==> src/rtl/lfg_pkg.sv <==
// Shared types and constants for the lagged Fibonacci generator.
// No dependencies; imported by the controller, the datapath and the divider.
package lfg_pkg;

  localparam int TABLE_LEN = 56;
  localparam int FRAC_W    = 24;
  localparam int SEED_W    = 31;
  localparam int POS_W     = 6;
  localparam int BIT_CNT_W = 5;
  localparam int DIVD_W    = 31;   // widest dividend: seed
  localparam int DIVS_W    = 15;   // widest divisor: 30082
  localparam int RECIP_W   = 32;   // widest reciprocal: for divide by 100

  localparam logic [SEED_W-1:0] SEED_RESET = 31'd12345;
  localparam logic [SEED_W-1:0] BIG_SEED   = 31'd900000000;
  localparam logic [POS_W-1:0]  LAST_ENT   = 6'd55;
  localparam logic [BIT_CNT_W-1:0] LAST_BIT = 5'd23;

  // divider operation: selects operands and where the result lands
  typedef enum logic [3:0] {
    DS_SCALE, DS_IJ, DS_B, DS_A, DS_D, DS_C, DS_M1, DS_M2, DS_DN
  } lfg_dsel_t;

  typedef enum logic [1:0] {
    EM_NONE, EM_INIT, EM_DRAW, EM_NRDY
  } lfg_emit_t;

  typedef struct packed {
    logic             latch;      // capture seed and range limit
    logic             div_go;
    logic             div_store;
    lfg_dsel_t        dsel;
    logic             bit_shift;  // shift one seeding bit into the accumulator
    logic             ent_wr;     // write accumulator to table entry ent
    logic [POS_W-1:0] ent;
    logic             rd_hi;      // read taps 24/55 instead of 8/16
    logic             tap_pair;   // register sum of first tap pair
    logic             tap_sum;    // finish sum, write back, move pointer
    logic             mul_lo;
    logic             mul_hi;
    logic             prod_add;
    lfg_emit_t        emit;
  } lfg_cmd_t;

  typedef struct packed {
    logic s_big;
    logic div_done;
  } lfg_sts_t;

endpackage

==> src/rtl/lfg_ctrl.sv <==
// Controller state machine: sequences seeding and draws, issues datapath commands.
// Depends on lfg_pkg.
module lfg_ctrl (
  input  logic              clk,
  input  logic              rst_n,
  input  logic              start,
  input  logic              opcode,
  input  lfg_pkg::lfg_sts_t sts,
  output lfg_pkg::lfg_cmd_t cmd,
  output logic              busy,
  output logic              strobe
);
  import lfg_pkg::*;

  typedef enum logic [3:0] {
    S_IDLE, S_INIT, S_DGO, S_DWAIT, S_BIT, S_WRITE,
    S_RD_A, S_RD_B, S_SUM, S_MLO, S_MHI, S_ADD,
    S_EM_DRAW, S_EM_INIT, S_EM_NRDY
  } state_t;

  localparam logic OP_INIT = 1'b0;

  state_t                state_r, state_nxt;
  lfg_dsel_t             dsel_r, dsel_nxt;
  logic [BIT_CNT_W-1:0]  bit_r, bit_nxt;
  logic [POS_W-1:0]      ent_r, ent_nxt;
  logic                  initd_r, initd_nxt;
  logic                  strobe_r, strobe_nxt;

  always_comb begin
    state_nxt  = state_r;
    dsel_nxt   = dsel_r;
    bit_nxt    = bit_r;
    ent_nxt    = ent_r;
    initd_nxt  = initd_r;
    strobe_nxt = 1'b0;
    cmd        = '0;
    cmd.dsel   = dsel_r;
    cmd.ent    = ent_r;
    cmd.emit   = EM_NONE;
    case (state_r)
      S_IDLE: begin
        if (start) begin
          cmd.latch = 1'b1;
          if (opcode == OP_INIT) state_nxt = S_INIT;
          else if (initd_r)      state_nxt = S_RD_A;
          else                   state_nxt = S_EM_NRDY;
        end
      end
      S_INIT: begin
        bit_nxt   = '0;
        ent_nxt   = '0;
        dsel_nxt  = sts.s_big ? DS_SCALE : DS_IJ;
        state_nxt = S_DGO;
      end
      S_DGO: begin
        cmd.div_go = 1'b1;
        state_nxt  = S_DWAIT;
      end
      S_DWAIT: begin
        if (sts.div_done) begin
          cmd.div_store = 1'b1;
          state_nxt     = S_DGO;
          case (dsel_r)
            DS_SCALE: dsel_nxt = DS_IJ;
            DS_IJ:    dsel_nxt = DS_B;
            DS_B:     dsel_nxt = DS_A;
            DS_A:     dsel_nxt = DS_D;
            DS_D:     dsel_nxt = DS_C;
            DS_C:     dsel_nxt = DS_M1;
            DS_M1:    dsel_nxt = DS_M2;
            DS_M2:    dsel_nxt = DS_DN;
            DS_DN:    state_nxt = S_BIT;
            default:  dsel_nxt = DS_M1;
          endcase
        end
      end
      S_BIT: begin
        cmd.bit_shift = 1'b1;
        dsel_nxt      = DS_M1;
        if (bit_r == LAST_BIT) begin
          bit_nxt   = '0;
          state_nxt = S_WRITE;
        end else begin
          bit_nxt   = bit_r + 1'b1;
          state_nxt = S_DGO;
        end
      end
      S_WRITE: begin
        cmd.ent_wr = 1'b1;
        if (ent_r == LAST_ENT) begin
          state_nxt = S_EM_INIT;
        end else begin
          ent_nxt   = ent_r + 1'b1;
          state_nxt = S_DGO;
        end
      end
      S_RD_A: state_nxt = S_RD_B;
      S_RD_B: begin
        cmd.rd_hi    = 1'b1;
        cmd.tap_pair = 1'b1;
        state_nxt    = S_SUM;
      end
      S_SUM: begin
        cmd.tap_sum = 1'b1;
        state_nxt   = S_MLO;
      end
      S_MLO: begin
        cmd.mul_lo = 1'b1;
        state_nxt  = S_MHI;
      end
      S_MHI: begin
        cmd.mul_hi = 1'b1;
        state_nxt  = S_ADD;
      end
      S_ADD: begin
        cmd.prod_add = 1'b1;
        state_nxt    = S_EM_DRAW;
      end
      S_EM_DRAW: begin
        cmd.emit   = EM_DRAW;
        strobe_nxt = 1'b1;
        state_nxt  = S_IDLE;
      end
      S_EM_INIT: begin
        cmd.emit   = EM_INIT;
        initd_nxt  = 1'b1;
        strobe_nxt = 1'b1;
        state_nxt  = S_IDLE;
      end
      S_EM_NRDY: begin
        cmd.emit   = EM_NRDY;
        strobe_nxt = 1'b1;
        state_nxt  = S_IDLE;
      end
      default: state_nxt = S_IDLE;
    endcase
  end

  always_ff @(posedge clk) begin
    if (!rst_n) begin
      state_r  <= S_IDLE;
      dsel_r   <= DS_IJ;
      bit_r    <= '0;
      ent_r    <= '0;
      initd_r  <= 1'b0;
      strobe_r <= 1'b0;
    end else begin
      state_r  <= state_nxt;
      dsel_r   <= dsel_nxt;
      bit_r    <= bit_nxt;
      ent_r    <= ent_nxt;
      initd_r  <= initd_nxt;
      strobe_r <= strobe_nxt;
    end
  end

  assign busy   = (state_r != S_IDLE);
  assign strobe = strobe_r;

endmodule

==> config.mk <==
export PLATFORM = sky130hd
export DESIGN_NAME = lfg_ctrl
export DESIGN_NICKNAME = d
export VERILOG_FILES = /design/src/rtl/lfg_pkg.sv /design/src/rtl/lfg_ctrl.sv
export SDC_FILE = /design/constraint.sdc
export NUM_CORES = 1
export LEC_CHECK = 0
export BUFFER_PORTS_ARGS = -buffer_cell sky130_fd_sc_hd__buf_2
export CORE_MARGIN = 1
export CORE_UTILIZATION = 53
export CTS_BUF_LIST = sky130_fd_sc_hd__clkbuf_2 sky130_fd_sc_hd__clkbuf_4 sky130_fd_sc_hd__clkbuf_8
export CTS_CLUSTER_DIAMETER = 200
export DETAILED_ROUTE_END_ITERATION = 8
export PLACE_DENSITY = 0.82
export SLEW_MARGIN = 20
export SYNTH_ARGS = -nofsm -noshare
export SYNTH_HDL_FRONTEND = slang
export SYNTH_SLANG_ARGS = --single-unit
==> constraint.sdc <==
create_clock -name clk -period 2 [get_ports clk]
set_input_delay 0.2 -clock clk [delete_from_list [all_inputs] [get_ports clk]]
set_output_delay 0.2 -clock clk [all_outputs]
set_load 0.05 [all_outputs]
Word level (Yosys, flattened, before mapping)
Cells that the tools add are included.
{ "op_classes": {"n_addsub": 2, "n_mul": 0, "div_mod_pow": 0, "order_cmp": 0, "n_eq_ne": 27, "shifts": 0, "n_mux": 30, "bitwise": 0, "n_reduce_logical": 10} }
{ "op_table": {"columns": ["cell", "count"], "rows": [
  ["4-bit one-hot mux with 12 select lines", 1],
  ["4-bit equality test (second input constant)", 8],
  ["4-bit one-hot mux with 8 select lines", 1],
  ["4-bit by 3-bit equality test with 1-bit output (second input constant)", 7],
  ["4-bit 2-to-1 mux", 6],
  ["4-bit by 2-bit equality test with 1-bit output (second input constant)", 4],
  ["1-bit 2-to-1 mux", 13],
  ["4-bit one-hot mux with 3 select lines", 1],
  ["6-bit one-hot mux with 2 select lines", 1],
  ["5-bit one-hot mux with 2 select lines", 1],
  ["4-bit by 1-bit equality test with 1-bit output (second input constant)", 2],
  ["4-bit logical NOT", 2],
  ["2-bit inequality test (second input constant)", 4],
  ["6-bit by 1-bit adder with 6-bit output (second input constant)", 1],
  ["6-bit equality test (second input constant)", 1],
  ["3-bit 2-to-1 mux", 2],
  ["6-bit 2-to-1 mux", 1],
  ["2-bit one-hot mux with 3 select lines", 1],
  ["5-bit by 1-bit adder with 5-bit output (second input constant)", 1],
  ["5-bit equality test (second input constant)", 1],
  ["5-bit 2-to-1 mux", 1],
  ["2-bit AND reduction", 2],
  ["2-bit nonzero test", 2],
  ["4-bit nonzero test", 1],
  ["other kinds (4)", 4]
]} }
{ "totals": {"register_bits": 21, "latch_bits": 0, "mem_bits_rw": 0, "rom_bits": 0, "inputBits": 6, "output_inout_bits": 25, "wordCells": 75, "mem_count": 0} }

Depth between registers and ports, before layout
Gate-level depths: netlist (run 1).
{ "logic_depth": {"ltp_word": 4, "ltp_mapped": 6, "ltp_nobuf": 5} }

Worst setup path after synthesis (run 1)
No wires, ideal clock.
{ "synth_timing": {"kind": "register to output", "startpoint": "register state_r[1]", "endpoint": "output cmd[5] (netlist bit)", "arrival_ns": 1.831, "required_ns": 1.800, "slack_ns": -0.031, "path_stages_with_launch": 4, "path_buffers": 1, "path_cell_list": "dfxtp_1 -> clkbuf_1 -> or2b_1 -> nor3_1"} }
{ "synth_rtl": {"columns": ["element", "line", "text"], "rows": [
  ["start, declared", "lfg_ctrl.sv:23", "state_t state_r, state_nxt;"],
  ["start signal, assigned", "lfg_ctrl.sv:149", "state_r <= state_nxt;"],
  ["end, declared", "lfg_ctrl.sv:9", "output lfg_pkg::lfg_cmd_t cmd,"]
]} }

==> metrics.md, run 1 <==
| Metric | Value |
|---|---|
| Hold Crit Start | rst_n |
| Routed via count | between 1,000 and 1,500 |
| Worst hold endpoint | strobe$_SDFF_PN0_ |
| RSZ-0062 raised after global routing | false |
| Setup slack, reg-to-reg | 0.35 ns |
| Final worst path period need | 1.91 ns |
| Routed vias/inst | 6.05 |
| Final period util | a little over nine tenths |
| Hold WC Path Type | primary input to flop |
| Startpoint types | flop |
| Cell Rows | 17 |
| H-tree Lvls | 1 |
| Synth Net Count | 172 |
| Post-Route Skew | between 0.005 and 0.006 ns |
| P_leak | around 0.66 nW |
| Reg-to-reg startpoint | state_r[0]$_SDFFE_PN0P_ |
| Max-Cap Viols | 0 |
| Die Y | around 51 um |
| Seq/Total Area, Yosys | 32.5% |
| I/O pins | 31 |
| Initial Util | between 50 and 60% |
| Count of cell types in the netlist | 53 |
| Die area | 0.00265 mm2 |
| Core area | about 0.0023 mm2 |
| GPL Wtd Cong | about 0.91 |
| Total gr overflow | 0 |
| Async set-reset flop share out of synthesis | 0% |
| CTS max path bufs | 2 |
| Pins Over Slew Limit | 0 |
| Antenna Violating Nets Remaining | 0 |
| Kind of critical path | flop to output port |
| Final core occ | 67.3% |
| Hold path cells | 3 |
| I/O Buffers | 30 |
| Initial DRC count | 53 |
| Share of cells above drive strength 1 | a little over a quarter |
| Die width | 51.4 um |
| Wire per inst | between 10 and 15 um |
| Worst r2r path cells | 5 |
| Maximum vdd ir drop | 0.00105 V |
| Reg-to-Reg End | dsel_r[2]$_SDFFE_PN0P_ |
| Synth Cell Area | between 0.001 and 0.0015 mm2 |
| Total wire length | approximately 3300 um |
| Total GRT Usage | between 20% and 30% |
| Reg clk slew, reported paths | 0.12 ns |
| Setup crit end kind | output port |
| First-pass GRT wire length | between 5000 and 6000 um |
| 1st-pass router iterations | 4 |
| Setup Total Neg Slack | 0 ns |
| Endpoints failing setup | 0 |
| WP data required | between 1.5 and 2 ns |
| Clock sinks | 21 |
| Largest net degree at the start of global routing | 20 |
| Slew @ Worst Pin | between 0.5 and 0.6 ns |
| Peak fanout along the critical path | 19 |
| Mapped Cells | approximately 160 |
| Rel. slew slack | around three fifths |
| Flops & latches, synth | 21 |
| Critical Path AT | 1.71 ns |
| Root Buffer | clkbuf_4 |
| Worst-Skew Late Latency | 0.31 ns |
| Highest clock rate | roughly 0.52 GHz |
| Initial antenna violation count | 0 |
| Syn_area_per_cell | just under 8 um2 |
| Fin nets | 202 |
| Ys Warns | 0 |
| Power density cells | 1270 mW/mm2 |
| Post-DP HPWL | about 2400 um |
| DRC | 0 |
| Ant diodes | 0 |
| Hold-fix buffers, CTS | 0 |
| Post-synth EDFFs | 0 |
| CTS Buf Count | 3 |
| P&R area growth vs syn | 17.2% |
| Hold Vio Cnt, Final | 0 |
| TritonCTS clock tree | yes |
| Total setup buffers inserted after CTS | 0 |
| Number of global-route vias before repair | ~1,200 |
| Outcome | completed |
| Main flop type after synthesis | dfxtp_1 |
==> report_power, final <==
part	switching, mW	leakage (nW)	internal (mW)
registers	0.0761	0.170	0.484
clock network	0.137	0.0177	0.0748
logic	0.793	0.476	0.361
total	1.01	0.664	0.920
==> kinds of logic (layout without fill, tap and decap cells) <==
logic type	after synthesis	count (layout)	share of synthesized area, %
compound gates	43	43	22.7
xor+xnor	5	5	3.38
simple gates	78	78	34.0
mux	1	1	0.773
flops	21	21	32.5
fa+ha+maj	2	2	1.93
buf+inv	14	43	4.73
==> cells in the final DEF (no fill, tap or decap), types with 4 or more instances in the layout <==
master / instances
nor2_1: 22
nand2_1: 9
clkbuf_4: 4
o21ai_0: 8
a21oi_1: 11
xor2_1: 4
nand3_1: 4
nor3_1: 7
buf_4: 5
nand2b_1: 4
buf_2: 29
dfxtp_1: 21
==> how the worst max path moves through the flow <==
stage	from	to	depth (start not counted)
final	state_r[0]$_SDFFE_PN0P_	cmd[20]	4
after global routing	state_r[0]$_SDFFE_PN0P_	cmd[20]	4
after CTS	state_r[0]$_SDFFE_PN0P_	cmd[15]	3
after detailed placement	state_r[0]$_SDFFE_PN0P_	bit_r[3]$_SDFFE_PN0P_	4
after global placement	state_r[0]$_SDFFE_PN0P_	bit_r[3]$_SDFFE_PN0P_	4
after floorplan	state_r[3]$_SDFFE_PN0P_	cmd[21]	3
==> flip-flops by register name, indices dropped and copies added (netlist names) <==
register and count:
ent_r 6, bit_r 5, dsel_r 4, state_r 4, initd_r 1, strobe 1
==> timing repair <==
| item | CTS | global route |
|---|---|---|
| gates resized for setup | 0 | 3 |
| endpoints found under the setup margin | 0 | 2 |
| hold endpoints to repair | 0 | 0 |
==> routing by layer <==
layer | part of all wire [%] | up-vias | track usage (%)
met3 | 6.6 | 6 | 6.25
met5 | 0 | - | 0
met1 | 45 | 622 | 33.6
met2 | 47 | 55 | 43.3
met4 | 1.4 | 0 | 5.86
li1 | - | 655 | -
==> Yosys cell counts (3+ instances only) <==
| cell | instances | area [um2] |
|---|---|---|
| nor2_1 | 23 | 86.3 |
| dfxtp_1 | 21 | 420 |
| a21oi_1 | 11 | 55.1 |
| nand2_1 | 9 | 33.8 |
| nor3_1 | 9 | 45.0 |
| o21ai_0 | 8 | 40.0 |
| clkbuf_1 | 6 | 22.5 |
| nand2b_1 | 4 | 25.0 |
| nand3_1 | 4 | 20.0 |
| xor2_1 | 4 | 35.0 |
| inv_1 | 3 | 11.3 |
| nand4_1 | 3 | 18.8 |
| nor2b_1 | 3 | 18.8 |
==> critical path, cell delays in order, from the launching register on <==
cell and delay, ns:
dfxtp_1 0.35, buf_4 0.24, and4bb_1 0.35, and2_1 0.19
buf_2 0.27
==> area by class of cell <==
cell class	instances	area, um2
fillers	195	737
multi-input cells	129	830
well taps	28	35.0
clock buffers	3	22.5
flip-flops and latches	21	420
inverters	4	15.0
repair buffers	35	190
clock inverters	1	5.00
==> through the flow <==
step	hold slack [ns]	cell area, um2	worst slack, ns	instances	total power [mW]
after floorplan	0.308	1310	0.0103	164	1.45
after global placement	0.455	1480	0.372	217	1.67
after detailed placement	0.464	1480	0.318	217	1.70
after CTS	0.159	1510	0.0499	221	1.91
after global routing	0.163	1520	0.0300	221	2.03
final	0.171	1520	0.0949	221	1.93
Power figures use the tool's default switching activity.
==> run 2: changes to the inputs <==
Settings changed: GPL_ROUTABILITY_DRIVEN set to 0, MAX_ROUTING_LAYER set to met4.
==> run 2 against run 1 <==
Net effect:
- clock power about the same
- sequential power hardly changed
- global-route usage up 0.69 points
- first-iteration DRC count shrank 3.8%
- flip-flop and latch count is the same
- combinational power hardly changed
- critical endpoint unchanged
- via count up 0.67%
- sequential share of layout area unchanged
- largest power group unchanged
==> metrics.md, run 2 (synthesized netlist as in run 1, its figures left out) <==
| Metric | Value |
|---|---|
| Outcome | completed |
| Core area | 0.00225 mm2 (unchanged) |
| Hold Crit Start | rst_n |
| Routed via count | 1,347 (+0.67%) |
| Most frequent cells in the layout | 29 x buf_2, 22 x nor2_1, 21 x dfxtp_1 |
| Hold path cells | 3 (unchanged) |
| Final instance area | 0.00152 mm2 (unchanged) |
| Switch share | 52.3% (+0.058 points) |
| Filler cells | 195 (unchanged) |
| Switch Pwr | 1.01 mW (+0.24%) |
| Cell Rows | 17 (unchanged) |
| Worst-Skew Late Latency | 0.31 ns (about the same) |
| Endpoints failing setup | 0 (unchanged) |
| Clock share of power | 11.0% (about the same) |
| WP data required | 1.80 ns (about the same) |
| Post-DP HPWL | 2390 um (unchanged) |
| Die area | 0.00265 mm2 (unchanged) |
| Startpoint types | flop |
| Register area | 420 um2 (unchanged) |
| CTS Buf Count | 3 (unchanged) |
| Power density cells | 1270 mW/mm2 (+0.13%) |
| Die width | 51.4 um (unchanged) |
| Hold-fix buffers, CTS | 0 (unchanged) |
| Biggest register | ent_r |
| Slowest CP cell | dfxtp_1 |
| Critical Path AT | 1.70 ns (about the same) |
| Final core occ | 67.3% (unchanged) |
| P&R area growth vs syn | 17.2% (unchanged) |
| Setup slack, reg-to-reg | 0.34 ns (about the same) |
| RSZ-0062 raised after global routing | false |
| Final worst path period need | 1.90 ns (-0.00324 ns) |
| Top delay family on crit path | simple AND/OR/NAND/NOR gates |
| Wire per inst | 14.8 um (+0.18%) |
| Post-Route Skew | 0.00768 ns (+0.00233 ns) |
| Number of global-route vias before repair | 1,213 (unchanged) |
| Root Buffer | clkbuf_4 |
| Largest net degree at the start of global routing | 20 (unchanged) |
| I/O Buffers | 30 (unchanged) |
| Total setup buffers inserted after CTS | 0 (unchanged) |
| CTS max path bufs | 2 (unchanged) |
| Commonest non-fill, non-tap cell in the layout | buf_2 |
| Maximum vdd ir drop | 0.00105 V (about the same) |
| 1st-pass router iterations | 4 (unchanged) |
| First-pass GRT wire length | 5250 um (+0.11%) |
| Worst hold endpoint | strobe$_SDFF_PN0_ |
| P_leak | 0.664 nW (unchanged) |
| TritonCTS clock tree | yes |
| Initial DRC count | 51 (-3.8%) |
| Area of the multi-input gates | 830 um2 (unchanged) |
| Hold Vio Cnt, Final | 0 (unchanged) |
| Largest regs | ent_r x6, bit_r x5 |
| Largest register FFs | 6 (unchanged) |
| Largest stage delay, worst path | 0.36 ns (about the same) |
| Peak fanout along the critical path | 19 (unchanged) |
| DP Cell Count | 217 (unchanged) |
| Fin cells | 221 (unchanged) |
| Reg-to-reg startpoint | state_r[0]$_SDFFE_PN0P_ |
| WP buf/inv | 2 (unchanged) |
| Pins Over Slew Limit | 0 (unchanged) |
| Fin nets | 202 (unchanged) |
| Power Total | 1.93 mW (+0.13%) |
| Hold WC Path Type | primary input to flop |
| Total GRT Usage | 26.7% (+0.69 points) |
| Final period util | 95.1% (-0.16 points) |
| DRC | 0 (unchanged) |
| Routed vias/inst | 6.10 (+0.67%) |
| I/O pins | 31 (unchanged) |
| Share of cells above drive strength 1 | 26.9% (unchanged) |
| Setup Total Neg Slack | 0 ns (unchanged) |
| Ant diodes | 0 (unchanged) |
| Post-cts resize count | 0 (unchanged) |
| Rel. slew slack | 61.5% (about the same) |
| Max-Cap Viols | 0 (unchanged) |
| Total gr overflow | 0 (unchanged) |
| Seq pwr share | 29.1% (about the same) |
| Antenna Violating Nets Remaining | 0 (unchanged) |
| H-tree Lvls | 1 (unchanged) |
| Reg-to-Reg End | dsel_r[0]$_SDFFE_PN1P_ |
| Kind of critical path | flop to output port |
| Total wire length | 3260 um (+0.18%) |
| Slew @ Worst Pin | 0.572 ns (+0.000743 ns) |
| Combinational Power Share | 59.9% (about the same) |
| Worst r2r path cells | 5 (unchanged) |
| Clock sinks | 21 (unchanged) |
| Area after DPL | 0.00148 mm2 (unchanged) |
| Highest clock rate | 0.526 GHz (+0.17%) |
| Internal cell power | 0.920 mW (about the same) |
| Initial antenna violation count | 0 (unchanged) |
| Initial Util | 57.4% (unchanged) |
| Critical Path, Cell by Cell | buf_4 > and4bb_1 > and2_1 > buf_2 |
| Die Y | 51.4 um (unchanged) |
| Setup crit end kind | output port |
| Reg clk slew, reported paths | 0.13 ns (about the same) |
[run 2: cell counts in the layout (fill, tap and decap cells not counted)]
No cell type changed its count.
[run 2: how the worst max path moves through the flow]
stage	from	end	slack [ns]	cells after the start
floorplan	state_r[3]$_SDFFE_PN0P_	cmd[21]	0.01	3
global placement	state_r[0]$_SDFFE_PN0P_	bit_r[3]$_SDFFE_PN0P_	0.37	4
CTS	state_r[0]$_SDFFE_PN0P_	cmd[15]	0.05	3
finish	state_r[0]$_SDFFE_PN0P_	cmd[20]	0.1	4
global route	state_r[0]$_SDFFE_PN0P_	cmd[20]	0.03	4
detailed placement	state_r[0]$_SDFFE_PN0P_	bit_r[3]$_SDFFE_PN0P_	0.32	4
[run 2: layout make-up]
| class | count | share of cell area, % |
|---|---|---|
| repair buffers | 35 | 12.5 |
| flip-flops and latches | 21 | 27.7 |
| well taps | 28 | 2.31 |
| multi-input cells | 129 | 54.7 |
| clock buffers | 3 | 1.48 |
| clock inverters | 1 | 0.330 |
| inverters | 4 | 0.989 |
[run 2: worst register-to-register path: stages, from the launching register on]
cell and delay [ns]:
dfxtp_1 0.36, buf_4 0.23, nand2b_1 0.21, nor4b_2 0.41
nand2b_1 0.24, a31oi_1 0.11
[run 2: power groups by stage]
| stage | Clock, mW | Sequential [mW] | Combinational, mW |
|---|---|---|---|
| finish | 0.211 | 0.561 | 1.16 |
| global route | 0.227 | 0.569 | 1.24 |
| CTS | 0.216 | 0.557 | 1.14 |
| detailed placement | 0 | 0.566 | 1.13 |
| global placement | 0 | 0.558 | 1.11 |
| floorplan | 0 | 0.663 | 0.785 |
[run 2: layer usage]
| layer | up-vias | routed length, um | global-route usage (%) |
|---|---|---|---|
| met2 | 56 | 1540 | 43.3 |
| met3 | 4 | 202 | 6.25 |
| met1 | 630 | 1480 | 33.6 |
| met4 | 0 | 39 | 5.86 |
| met5 | - | 0 | - |
| li1 | 657 | - | - |
[run 2: per-stage QoR]
stage / hold slack [ns] / worst slack [ns]
final: 0.164 / 0.0981
after CTS: 0.159 / 0.0499
after detailed placement: 0.464 / 0.318
after global routing: 0.163 / 0.0299
after floorplan: 0.308 / 0.0103
after global placement: 0.455 / 0.372
==> run 3: changes to the inputs <==
Settings changed: SETUP_SLACK_MARGIN set to 0.5.
==> run 3 against run 2 <==
Net effect:
- the run now fails in global routing (5_1_grt)
- synthesized cell count unchanged
- synthesized area unchanged
==> metrics.md, run 3 <==
| Metric | Value |
|---|---|
| Clock sinks | 21 (unchanged) |
| Ys Warns | 0 (unchanged) |
| Area contributors post-synth | dfxtp_1 32%, nor2_1 6.7%, a21oi_1 4.3%, nor3_1 3.5%, o21ai_0 3.1% |
| Seq/Total Area, Yosys | 32.5% (unchanged) |
| Synth Cell Area | 0.00129 mm2 (unchanged) |
| CTS Buf Count | 3 (unchanged) |
| Mapped Cells | 164 (unchanged) |
| H-tree Lvls | 1 (unchanged) |
| Top post-synthesis cells by count | 23 x nor2_1, 21 x dfxtp_1, 11 x a21oi_1 |
| Crit. endpoint post-GRT repair | cmd[15] |
| Total gr overflow | 56 |
| Flops & latches, synth | 21 (unchanged) |
| I/O Buffers | 30 (unchanged) |
| Most numerous cell in the Yosys netlist | nor2_1 |
| Total GRT Usage | 80.7% |
| Tool error | [ERROR GRT-0232] Routing congestion too high. Check the congestion heatmap in the GUI. |
| Post-synth EDFFs | 0 (unchanged) |
| Failing step | global routing (5_1_grt) |
| Area leader, netlist | dfxtp_1 |
| Yosys top cell area share | 32.5% (unchanged) |
| Post-DP HPWL | 2380 um (-0.64%) |
| Outcome | did not finish |
| Initial Util | 57.4% (unchanged) |
| Synth Net Count | 172 (unchanged) |
| Main flop type after synthesis | dfxtp_1 |
| CTS max path bufs | 2 (unchanged) |
| Cell Rows | 17 (unchanged) |
| I/O pins | 31 (unchanged) |
| Die Y | 51.4 um (unchanged) |
| Die width | 51.4 um (unchanged) |
| Async set-reset flop share out of synthesis | 0% (unchanged) |
| Syn_area_per_cell | 7.90 um2 (unchanged) |
| Largest net degree at the start of global routing | 16 |
| DP Cell Count | 218 (+0.46%) |
| Count of cell types in the netlist | 53 (unchanged) |
| WEP type | output port |
| Root Buffer | clkbuf_4 |
## run 3: cell counts after synthesis
No cell type changed its count.
## run 3: through the flow
stage	hold WS (ns)	area (um2)	util [%]	setup WS [ns]
after detailed placement	0.474	1570	69.5	0.247
after CTS	0.166	1940	86.0	0.360
after global placement	0.457	1570	69.5	0.335
after floorplan	0.300	1390	-	0.349
## run 3: kinds of logic after synthesis
| logic type | share of synthesized area, % |
|---|---|
| buf+inv | 4.73 |
| compound gates | 22.7 |
| simple gates | 34.0 |
| xor+xnor | 3.38 |
| fa+ha+maj | 1.93 |
| flops | 32.5 |
| mux | 0.773 |
## run 3: per-layer routing
layer,GRT overflow,GRT usage (%)
met1,0,78.0
met2,31,100
met3,0,50.0
met4,25,93.2
met5,-,-
## run 3: what timing repair did
item | 4_1_cts
hold buffers | 0
setup buffers | 21
setup endpoints to repair | 31
pin swaps | 14
gates resized for setup | 55
==> run 4: changes to the inputs <==
Settings changed: CORE_AREA set to 2 2 63 65, CORE_MARGIN 1 to not set, CORE_UTILIZATION 53 to not set, CTS_BUF_LIST sky130_fd_sc_hd__clkbuf_2 sky130_fd_sc_hd__clkbuf_4 sky130_fd_sc_hd__clkbuf_8 to not set, CTS_CLUSTER_DIAMETER 200 to not set, DIE_AREA set to 0 0 65 67, MAX_ROUTING_LAYER met4 to not set, PLACE_DENSITY 0.82 to not set, PLACE_DENSITY_LB_ADDON set to 0.15, SETUP_SLACK_MARGIN 0.5 to not set.
==> run 4 against run 3 <==
Net effect:
- the run now ends clean
==> metrics.md, run 4 (synthesized netlist as in run 1, its figures left out) <==
| Metric | Value |
|---|---|
| Hold path cells | 3 |
| Largest regs | ent_r x6, bit_r x5 |
| Reg clk slew, reported paths | 0.08 ns |
| Reg-to-reg startpoint | state_r[0]$_SDFFE_PN0P_ |
| Wire per inst | ~14 um |
| Antenna Violating Nets Remaining | 0 |
| Final period util | 92.9% |
| Critical Path, Cell by Cell | or4b_1 > inv_2 > buf_2 |
| Setup crit end kind | output port |
| Maximum vdd ir drop | about 0.0004 V |
| I/O pins | 31 (unchanged) |
| Highest clock rate | around 0.54 GHz |
| TritonCTS clock tree | yes |
| Post-Route Skew | around 0.0032 ns |
| Total wire length | 3360 um |
| Setup Total Neg Slack | 0 ns |
| Biggest register | ent_r |
| Routed vias/inst | about 5.4 |
| Power density cells | between 1000 and 1500 mW/mm2 |
| Number of global-route vias before repair | 1,200 |
| H-tree Lvls | 1 (unchanged) |
| Worst-Skew Late Latency | 0.25 ns |
| First-pass GRT wire length | roughly 5400 um |
| Rel. slew slack | about two thirds |
| Core area | roughly 0.0036 mm2 |
| Startpoint types | flop |
| Setup slack, reg-to-reg | 0.31 ns |
| Die width | 65 um (+26%) |
| Post-cts resize count | 0 (-100%) |
| Critical Path AT | between 1.5 and 2 ns |
| Total setup buffers inserted after CTS | 0 (-100%) |
| Initial antenna violation count | 0 |
| Outcome | completed |
| Top delay family on crit path | simple AND/OR/NAND/NOR gates |
| DRC | 0 |
| 1st-pass router iterations | 4 |
| Pins Over Slew Limit | 0 |
| CTS Buf Count | 3 (unchanged) |
| Total gr overflow | 0 |
| Reg-to-Reg End | bit_r[3]$_SDFFE_PN0P_ |
| Largest register FFs | 6 |
| Commonest non-fill, non-tap cell in the layout | buf_2 |
| Largest stage delay, worst path | between 0.7 and 0.8 ns |
| RSZ-0062 raised after global routing | false |
| Hold slack | 0.237 ns |
| Initial DRC count | 131 |
| Hold Crit Start | rst_n |
| Fin nets | just over 200 |
| Kind of critical path | flop to output port |
| Hold-fix buffers, CTS | 0 (unchanged) |
| I/O Buffers | 30 (unchanged) |
| Slowest CP cell | or4b_1 |
| WP buf/inv | 2 |
| Cell Rows | 22 (+5) |
| Share of cells above drive strength 1 | between 20% and 30% |
| Post-DP HPWL | 2510 um (+5.4%) |
| P&R area growth vs syn | 20.4% |
| Most frequent cells in the layout | 30 x buf_2, 23 x nor2_1, 21 x dfxtp_1 |
| Die Y | 67 um (+30%) |
| P_leak | just under 0.7 nW |
| Final worst path period need | 1.86 ns |
| Initial Util | 35.9% (-22 points) |
| WP data required | 1.80 ns |
| Ant diodes | 0 |
| Hold WC Path Type | primary input to flop |
| Die area | around 0.0044 mm2 |
| Worst r2r path cells | 4 |
| Hold Vio Cnt, Final | 0 |
| Total GRT Usage | between 10% and 20% |
| Peak fanout along the critical path | 9 |
| Max-Cap Viols | 0 |
| Slew @ Worst Pin | around 0.5 ns |
| Clock sinks | 21 (unchanged) |
| CTS max path bufs | 2 (unchanged) |
| Endpoints failing setup | 0 |
| Worst hold endpoint | strobe$_SDFF_PN0_ |
| Routed via count | about 1,300 |
| Largest net degree at the start of global routing | 20 |
| Root Buffer | clkbuf_8 |
==> run 4: how the worst max path moves through the flow <==
stage	start	end	slack, ns	depth (start not counted)
6_report	state_r[0]$_SDFFE_PN0P_	cmd[15]	0.14	3
5_1_grt	state_r[3]$_SDFFE_PN0P_	cmd[14]	0.07	4
4_1_cts	state_r[3]$_SDFFE_PN0P_	cmd[14]	0.13	4
3_5_place_dp	state_r[0]$_SDFFE_PN0P_	bit_r[3]$_SDFFE_PN0P_	0.33	4
3_3_place_gp	state_r[0]$_SDFFE_PN0P_	bit_r[3]$_SDFFE_PN0P_	0.37	4
2_1_floorplan	state_r[3]$_SDFFE_PN0P_	cmd[21]	0.01	3
==> run 4: metal layers <==
layer | track usage (%) | wire length, um | up-vias
met2 | 25.3 | 1520 | 29
met1 | 22.3 | 1660 | 610
met5 | 0 | 0 | -
li1 | - | - | 664
met3 | 2.53 | 157 | 2
met4 | 4.79 | 22 | 0
==> run 4: layout make-up <==
| cell class | count | area [um2] |
|---|---|---|
| clock buffers | 4 | 45.0 |
| fillers | 385 | 2050 |
| inverters | 4 | 15.0 |
| multi-input cells | 129 | 823 |
| flip-flops and latches | 21 | 420 |
| well taps | 48 | 60.1 |
| repair buffers | 36 | 195 |
==> run 4: worst reg2reg max path, stage by stage, from the launching register on <==
cell and delay, ns:
dfxtp_1 0.31, or4b_1 0.71, nor2_2 0.25, nand2_1 0.09, a311oi_2 0.26
==> run 4: report_power, final <==
group          switching, mW  internal (mW)
combinational          0.793          0.363
clock                  0.132          0.142
sequential            0.0693          0.483
total                  0.994          0.988
==> run 4: per-stage QoR <==
step | instance area, um2 | std cells | utilization (%) | setup slack (ns) | power (mW)
after CTS | 1560 | 242 | 43.2 | 0.132 | 2.00
after global routing | 1560 | 242 | 43.2 | 0.0733 | 2.13
final | 1560 | 242 | 43.2 | 0.142 | 1.98
after detailed placement | 1510 | 238 | 42.0 | 0.326 | 1.71
after floorplan | 1310 | 164 | - | 0.0103 | 1.45
after global placement | 1510 | 238 | 42.0 | 0.367 | 1.69
